**config.mk**
```make
export PLATFORM = sky130hd
export DESIGN_NAME = run_literal_rle_decoder_core_flat
export DESIGN_NICKNAME = d
export VERILOG_FILES = /design/src/rtl/rld_pkg.sv /design/src/rtl/rld_if.sv /design/src/rtl/run_literal_rle_decoder_core.sv /design/src/flat_wrapper.sv
export SDC_FILE = /design/constraint.sdc
export NUM_CORES = 1
export LEC_CHECK = 0
export ABC_AREA = 1
export BUFFER_PORTS_ARGS = -buffer_cell sky130_fd_sc_hd__buf_4
export CORE_MARGIN = 2
export CORE_UTILIZATION = 59
export CTS_CLUSTER_DIAMETER = 40
export DETAILED_ROUTE_END_ITERATION = 12
export GPL_TIMING_DRIVEN = 1
export PLACE_DENSITY = 0.92
export SLEW_MARGIN = 20
export SYNTH_ARGS = -nofsm -noshare
export SYNTH_HDL_FRONTEND = slang
export SYNTH_SLANG_ARGS = --single-unit
export TNS_END_PERCENT = 5
```
**constraint.sdc**
```tcl
create_clock -name clock -period 3.7 [get_ports clock]
set_clock_uncertainty 0.2 [all_clocks]
set_input_delay 0.74 -clock clock [delete_from_list [all_inputs] [get_ports clock]]
set_output_delay 0.74 -clock clock [all_outputs]
set_load 0.02 [all_outputs]
```
**src/rtl/rld_pkg.sv**
```systemverilog
`timescale 1ns / 1ps

package rld_pkg;

   // Command byte and data byte values that together close a stream
   localparam logic [7:0] END_CODE = 8'hFF;

   // Command byte: top bit selects run, low seven bits hold count minus one
   localparam int unsigned RUN_BIT = 7;

   // Decoding stops once a command completes at or beyond this output index
   localparam logic [9:0] OUTPUT_LIMIT = 10'd864;

   typedef struct packed {
      logic [8:0] tile_value;
      logic [7:0] run_length;
      logic [9:0] start_position;
      logic       last;
   } rsp_payload_type;

endpackage

```
**src/rtl/rld_if.sv**
```systemverilog
`timescale 1ns / 1ps

interface rld_req_if;
   logic       valid;
   logic       ready;
   logic [7:0] data_byte;
   logic       start_req;

   modport source (output valid, output data_byte, output start_req, input ready);
   modport sink (input valid, input data_byte, input start_req, output ready);
endinterface

interface rld_rsp_if;
   logic       valid;
   logic       ready;
   logic [8:0] tile_value;
   logic [7:0] run_length;
   logic [9:0] start_position;
   logic       last;

   modport source (output valid, output tile_value, output run_length,
                   output start_position, output last, input ready);
   modport sink (input valid, input tile_value, input run_length,
                 input start_position, input last, output ready);
endinterface

interface rld_csr_if;
   logic       valid;
   logic       ready;
   logic [8:0] tile_offset;

   modport source (output valid, output tile_offset, input ready);
   modport sink (input valid, input tile_offset, output ready);
endinterface

```
**src/rtl/run_literal_rle_decoder_core.sv**
```systemverilog
`timescale 1ns / 1ps

// Run/literal RLE decoder for background tile numbers.
// req_bus: one compressed stream byte per request; start_req = 1 restarts
//    decoding with that byte as the first command byte.
// rsp_bus: one result per run (value, length, start index) and one per
//    literal (length 1). An FF FF pair gives an end marker of length 0 with
//    last = 1; a command that completes at or past the output limit also
//    carries last = 1. After that, bytes give no result until start_req.
// csr_bus: tile_offset, added to every decoded byte; always ready. The user
//    must write it only while the decoder is idle; the block does not enforce it.
// A request passes the input register, then the result register. Throughput
//    is one request per cycle while the receiver does not stall, set by the
//    single decode step between the two registers.
// A command byte alone produces no result.
// Reset clears the decode state and tile_offset; decoding begins at once.
// A stalled receiver holds the result register; the input register then
//    holds too, and req_bus.ready drops once both are full.
module run_literal_rle_decoder_core (
   input  logic     clock,
   input  logic     reset,
   rld_req_if.sink  req_bus,
   rld_rsp_if.source rsp_bus,
   rld_csr_if.sink  csr_bus
);

   typedef enum logic [1:0] {
      PH_CMD  = 2'd0,
      PH_DATA = 2'd1,
      PH_LIT  = 2'd2
   } phase_type;

   // input register
   logic       in_valid_ff, in_valid_in;
   logic [7:0] in_byte_ff, in_byte_in;
   logic       in_start_ff, in_start_in;

   // decode state
   phase_type  phase_ff, phase_in;
   logic [7:0] cmd_ff, cmd_in;
   logic [6:0] lit_ff, lit_in;
   logic [9:0] pos_ff, pos_in;
   logic       fin_ff, fin_in;
   logic [8:0] offset_ff, offset_in;

   // result register
   logic                    rsp_valid_ff, rsp_valid_in;
   rld_pkg::rsp_payload_type rsp_ff, rsp_in;

   logic advance;   // result register free to load
   logic fire;      // input register item consumed this cycle

   // working copies after an optional restart
   phase_type  ph_w;
   logic [7:0] cmd_w;
   logic [6:0] lit_w;
   logic [9:0] pos_w;
   logic       fin_w;
   logic [8:0] value;
   logic [7:0] len;
   logic [9:0] pos_next;
   logic       has_result;
   rld_pkg::rsp_payload_type result;

   assign advance       = !rsp_valid_ff || rsp_bus.ready;
   assign fire          = in_valid_ff && advance;
   assign req_bus.ready = !in_valid_ff || advance;
   assign csr_bus.ready = 1'b1;

   assign offset_in = (csr_bus.valid) ? csr_bus.tile_offset : offset_ff;

   always_comb begin
      in_valid_in = in_valid_ff;
      in_byte_in  = in_byte_ff;
      in_start_in = in_start_ff;
      if (req_bus.ready) begin
         in_valid_in = req_bus.valid;
         in_byte_in  = req_bus.data_byte;
         in_start_in = req_bus.start_req;
      end
   end

   // single decode step
   always_comb begin
      ph_w  = in_start_ff ? PH_CMD : phase_ff;
      cmd_w = in_start_ff ? 8'd0   : cmd_ff;
      lit_w = in_start_ff ? 7'd0   : lit_ff;
      pos_w = in_start_ff ? 10'd0  : pos_ff;
      fin_w = in_start_ff ? 1'b0   : fin_ff;

      value    = 9'({1'b0, in_byte_ff} + offset_ff);
      len      = {1'b0, cmd_w[6:0]} + 8'd1;
      pos_next = pos_w;

      phase_in   = ph_w;
      cmd_in     = cmd_w;
      lit_in     = lit_w;
      fin_in     = fin_w;
      has_result = 1'b0;
      result.tile_value     = value;
      result.run_length     = 8'd1;
      result.start_position = pos_w;
      result.last           = 1'b0;

      if (!fin_w) begin
         case (ph_w)
            PH_DATA: begin
               has_result = 1'b1;
               if (cmd_w == rld_pkg::END_CODE && in_byte_ff == rld_pkg::END_CODE) begin
                  // end marker
                  fin_in            = 1'b1;
                  phase_in          = PH_CMD;
                  result.tile_value = 9'd0;
                  result.run_length = 8'd0;
                  result.last       = 1'b1;
               end else if (cmd_w[rld_pkg::RUN_BIT]) begin
                  pos_next          = pos_w + {2'b00, len};
                  phase_in          = PH_CMD;
                  result.run_length = len;
                  result.last       = (pos_next >= rld_pkg::OUTPUT_LIMIT);
                  fin_in            = result.last;
               end else begin
                  pos_next = pos_w + 10'd1;
                  lit_in   = cmd_w[6:0];
                  if (cmd_w[6:0] == 7'd0) begin
                     phase_in    = PH_CMD;
                     result.last = (pos_next >= rld_pkg::OUTPUT_LIMIT);
                     fin_in      = result.last;
                  end else begin
                     phase_in = PH_LIT;
                  end
               end
            end
            PH_LIT: begin
               has_result = 1'b1;
               pos_next   = pos_w + 10'd1;
               lit_in     = lit_w - 7'd1;
               if (lit_w == 7'd1) begin
                  phase_in    = PH_CMD;
                  result.last = (pos_next >= rld_pkg::OUTPUT_LIMIT);
                  fin_in      = result.last;
               end
            end
            default: begin
               // command byte; an unused phase code decodes as this too
               cmd_in   = in_byte_ff;
               phase_in = PH_DATA;
            end
         endcase
      end
      pos_in = pos_next;
   end

   always_comb begin
      rsp_valid_in = rsp_valid_ff;
      rsp_in       = rsp_ff;
      if (advance) begin
         rsp_valid_in = fire && has_result;
         rsp_in       = result;
      end
   end

   always_ff @(posedge clock) begin
      if (reset) begin
         in_valid_ff  <= 1'b0;
         rsp_valid_ff <= 1'b0;
         phase_ff     <= PH_CMD;
         cmd_ff       <= 8'd0;
         lit_ff       <= 7'd0;
         pos_ff       <= 10'd0;
         fin_ff       <= 1'b0;
         offset_ff    <= 9'd0;
      end else begin
         in_valid_ff  <= in_valid_in;
         rsp_valid_ff <= rsp_valid_in;
         offset_ff    <= offset_in;
         if (fire) begin
            phase_ff <= phase_in;
            cmd_ff   <= cmd_in;
            lit_ff   <= lit_in;
            pos_ff   <= pos_in;
            fin_ff   <= fin_in;
         end
      end
      in_byte_ff  <= in_byte_in;
      in_start_ff <= in_start_in;
      rsp_ff      <= rsp_in;
   end

   assign rsp_bus.valid          = rsp_valid_ff;
   assign rsp_bus.tile_value     = rsp_ff.tile_value;
   assign rsp_bus.run_length     = rsp_ff.run_length;
   assign rsp_bus.start_position = rsp_ff.start_position;
   assign rsp_bus.last           = rsp_ff.last;

endmodule

```
**src/flat_wrapper.sv**
```systemverilog
// flat-port wrapper written by rule: the top's interface ports become plain ports
module run_literal_rle_decoder_core_flat 
  (clock, reset, req_bus_valid, req_bus_data_byte, req_bus_start_req, req_bus_ready, rsp_bus_valid, rsp_bus_tile_value, rsp_bus_run_length, rsp_bus_start_position, rsp_bus_last, rsp_bus_ready, csr_bus_valid, csr_bus_tile_offset, csr_bus_ready);
  rld_req_if req_bus_i ();
  rld_rsp_if rsp_bus_i ();
  rld_csr_if csr_bus_i ();
  input  logic clock;
  input  logic reset;
  input wire logic [$bits(req_bus_i.valid)-1:0] req_bus_valid;
  input wire logic [$bits(req_bus_i.data_byte)-1:0] req_bus_data_byte;
  input wire logic [$bits(req_bus_i.start_req)-1:0] req_bus_start_req;
  output wire logic [$bits(req_bus_i.ready)-1:0] req_bus_ready;
  output wire logic [$bits(rsp_bus_i.valid)-1:0] rsp_bus_valid;
  output wire logic [$bits(rsp_bus_i.tile_value)-1:0] rsp_bus_tile_value;
  output wire logic [$bits(rsp_bus_i.run_length)-1:0] rsp_bus_run_length;
  output wire logic [$bits(rsp_bus_i.start_position)-1:0] rsp_bus_start_position;
  output wire logic [$bits(rsp_bus_i.last)-1:0] rsp_bus_last;
  input wire logic [$bits(rsp_bus_i.ready)-1:0] rsp_bus_ready;
  input wire logic [$bits(csr_bus_i.valid)-1:0] csr_bus_valid;
  input wire logic [$bits(csr_bus_i.tile_offset)-1:0] csr_bus_tile_offset;
  output wire logic [$bits(csr_bus_i.ready)-1:0] csr_bus_ready;
  assign req_bus_i.valid = req_bus_valid;
  assign req_bus_i.data_byte = req_bus_data_byte;
  assign req_bus_i.start_req = req_bus_start_req;
  assign req_bus_ready = req_bus_i.ready;
  assign rsp_bus_valid = rsp_bus_i.valid;
  assign rsp_bus_tile_value = rsp_bus_i.tile_value;
  assign rsp_bus_run_length = rsp_bus_i.run_length;
  assign rsp_bus_start_position = rsp_bus_i.start_position;
  assign rsp_bus_last = rsp_bus_i.last;
  assign rsp_bus_i.ready = rsp_bus_ready;
  assign csr_bus_i.valid = csr_bus_valid;
  assign csr_bus_i.tile_offset = csr_bus_tile_offset;
  assign csr_bus_ready = csr_bus_i.ready;
  run_literal_rle_decoder_core u_core (.clock(clock), .reset(reset), .req_bus(req_bus_i), .rsp_bus(rsp_bus_i), .csr_bus(csr_bus_i));
endmodule
```
==> results_dict.tcl <==
set metrics [dict create \
    status "complete, no violations" \
    area_delta_synth_final_pct 15.0 \
    drc 0 \
    ant_nets 0 \
    ctsHtreeMaxLevel 3 \
    postSynthAreaPerCell_sq_um 7.84 \
    final-hold-violation-count 0 \
    drive_gt1_frac 0.181 \
    hold_buffers 0 \
    grt_max_degree 40 \
    drtIter0Drc 373 \
    synthCells 617 \
    place_hpwl_microns 9040 \
    crit_family "simple AND/OR/NAND/NOR gates" \
    cts_setup_buffers 0 \
    ioPinCount 54 \
    p_per_area_mw_per_mm2 354 \
    antenna_found_initial 0 \
    grt_first_pass_wirelength_microns 21100 \
    hold_ws_ns 0.266 \
    dp_cells 763 \
    drv_slew 0 \
    critical_path_required_ns 3.81 \
    wl_microns 12600 \
    diodes 0 \
    grt_usage 0.305 \
    nFillCells 662 \
    clock_sinks 76 \
    slew_headroom 0.566 \
    path_depth 20 \
    numCtsBuffers 9 \
    path_buf_inv 3 \
    ir_drop_mv 0.313 \
    yosys.area.top_type "edfxtp_1" \
    first_pass_iters 7 \
    drt-wirelength-per-cell_microns 16.1 \
    ys_warn_count 0 \
    synth_area_leaders "edfxtp_1, dfxtp_1, nand2_1, a21oi_1, ha_1" \
    vias 4615 \
    crit_type "reg2reg" \
    total_power_mw 1.97 \
    synth_top_area_share 0.230 \
    dieArea_sq_mm 0.00894 \
    crit_arrival_ns 3.56 \
    cp_slowest_cell "edfxtp_1" \
    synth_cell_type_count 47 \
    async_flop_share 0 \
    fin_crit_ns 3.46 \
    maxCapViolations 0 \
    cts_tree "yes" \
    grt.overflow.total 0 \
    worst_pin_slew_ns 0.648 \
    fp.dieH_microns 94.5 \
    seq_area_frac_synth 0.391 \
    hp-class "reg2reg" \
    layoutNonFillerInstCount 779 \
    end_kind "flip-flop" \
    synth_edf_count 37 \
    rows 33 \
    yosysMostFrequentCell "nand2_1" \
    synthesis.nets 666 \
    worstRegToRegCells 20 \
    cpPeakStageDelay_ns 0.55 \
    finalCritPeriodShare 0.934 \
    synth-seq-cells 76 \
    leakage_nw 2.55 \
    tns_ns 0 \
    insertion_delay_ns 0.37 \
    syn_area_sq_mm 0.00484 \
    core_area_sq_mm 0.00809 \
    grt_pass1_vias 4574 \
    hold_path_depth 2 \
    synth_ff_type "dfxtp_1" \
    path_max_fanout 14 \
    start_kind "flip-flop" \
    setup_viol 0 \
    nets 718 \
    ctsLongestPathBuffers 2 \
    path_cells "inv_12, buf_4, nand2_2, inv_2, nand3_1, nor2_1, nor2_1, ha_1, a21oi_1, o21ai_0, nor2_1, nand3b_1, nand3b_1, nand3_1, nand3_1, nand2_1, nand2_2, nand3_2, nand2_1, a21oi_2" \
    cts_resized 0 \
    gp_congestion 1.00 \
    io_buffers 52 \
    via_per_inst 5.92 \
    clkSlewWorstSetupHoldPaths_ns 0.09 \
    root_buffer "clkbuf_8" \
    die_w_microns 94.5 \
    synthTopCellsByCount "nand2_1, inv_1, a21oi_1" \
    initial_core_util 0.598 \
    fmax_mhz 289 \
    rsz0062_at_grt "false" \
]
==> layer usage <==
layer	up-vias	track usage	share of wire
met5	-	0	0
met1	2108	0.372	0.39
met4	0	0.178	0.053
li1	2182	-	-
met2	265	0.498	0.47
met3	60	0.0654	0.082
==> stage by stage <==
stage                     setup slack (ns)  utilization  cell area, sq um
after floorplan                      0.419            -              4840
after global placement               0.444        0.659              5330
after detailed placement             0.299        0.659              5330
after CTS                            0.219        0.686              5550
after global routing                0.0315        0.687              5560
final                                0.245        0.687              5560
==> sequential cells by signal, summed over array words and instances, names as in the netlist <==
register	count
u_core.pos_ff	10
u_core.fin_ff	1
u_core.rsp_bus.tile_value	9
u_core.rsp_bus.start_position	10
u_core.lit_ff	7
u_core.rsp_bus.run_length	8
u_core.in_start_ff	1
u_core.rsp_bus.valid	1
u_core.in_byte_ff	8
u_core.in_valid_ff	1
u_core.phase_ff	2
u_core.cmd_ff	8
u_core.rsp_bus.last	1
u_core.offset_ff	9
==> worst min-delay path: stages, from the launching register on <==
cell and delay, ns:
dfxtp_1 0.31, nand2_1 0.06, a21oi_1 0.05
==> area by class of cell <==
type                            instances  area (sq um)  share of cell area
Timing Repair Buffer                   63           473              0.0850
Clock inverter                          5          65.1              0.0117
Inverter                               81           319              0.0574
Tap cell                              105           131              0.0236
Clock buffer                           11           153              0.0274
Multi-Input combinational cell        438          2530               0.455
Sequential cell                        76          1890               0.340
==> cells in the final DEF, fill, tap and decap left out, types with 3 or more instances in the layout <==
cell type  synthesis  final
buf_4              2     63
o211ai_1          18     18
ha_1              24     24
inv_2              7      7
nand2_2            8     10
o21ai_0           48     48
nand4_1            7      7
a31oi_1            5      5
nor2_1            63     63
clkbuf_8           0      9
inv_1             71     71
xnor2_1            4      4
nand3_1           24     24
nor2_2             4      4
nor3_1            10     10
nand2_1          110    108
nand3_2            5      5
o221ai_1           4      4
xor2_1             7      6
edfxtp_1          37     37
or2_2              3      3
nor2_8             5      5
dfxtp_1           39     39
a21oi_1           66     66
==> worst paths after layout <==
kind	from	end	slack [ns]
setup / recovery	u_core.in_start_ff	u_core.fin_ff	0.24
hold / removal	u_core.lit_ff[0]	u_core.lit_ff[0]	0.27
hold reg to reg	u_core.lit_ff[0]	u_core.lit_ff[0]	0.27
setup reg to reg	u_core.in_start_ff	u_core.fin_ff	0.24
==> kinds of logic (layout without fill, tap and decap cells) <==
| logic type | count (synthesis) | count (layout) | share of synthesized area |
|---|---|---|---|
| adders and majority gates | 26 | 26 | 0.0704 |
| buffers and inverters | 103 | 160 | 0.0882 |
| DFF | 76 | 76 | 0.391 |
| AOI/OAI and AO/OA | 151 | 151 | 0.176 |
| other | 1 | 1 | 0.000775 |
| and+or+nand+nor | 249 | 249 | 0.254 |
| xor gates and xnor gates | 11 | 11 | 0.0199 |
==> where the power goes <==
part	internal [mW]	switching, mW	leakage, nW
sequential	0.929	0.0299	0.737
clock	0.360	0.336	0.110
combinational	0.116	0.199	1.71
No activity file was read; power rests on OpenSTA's default activity.
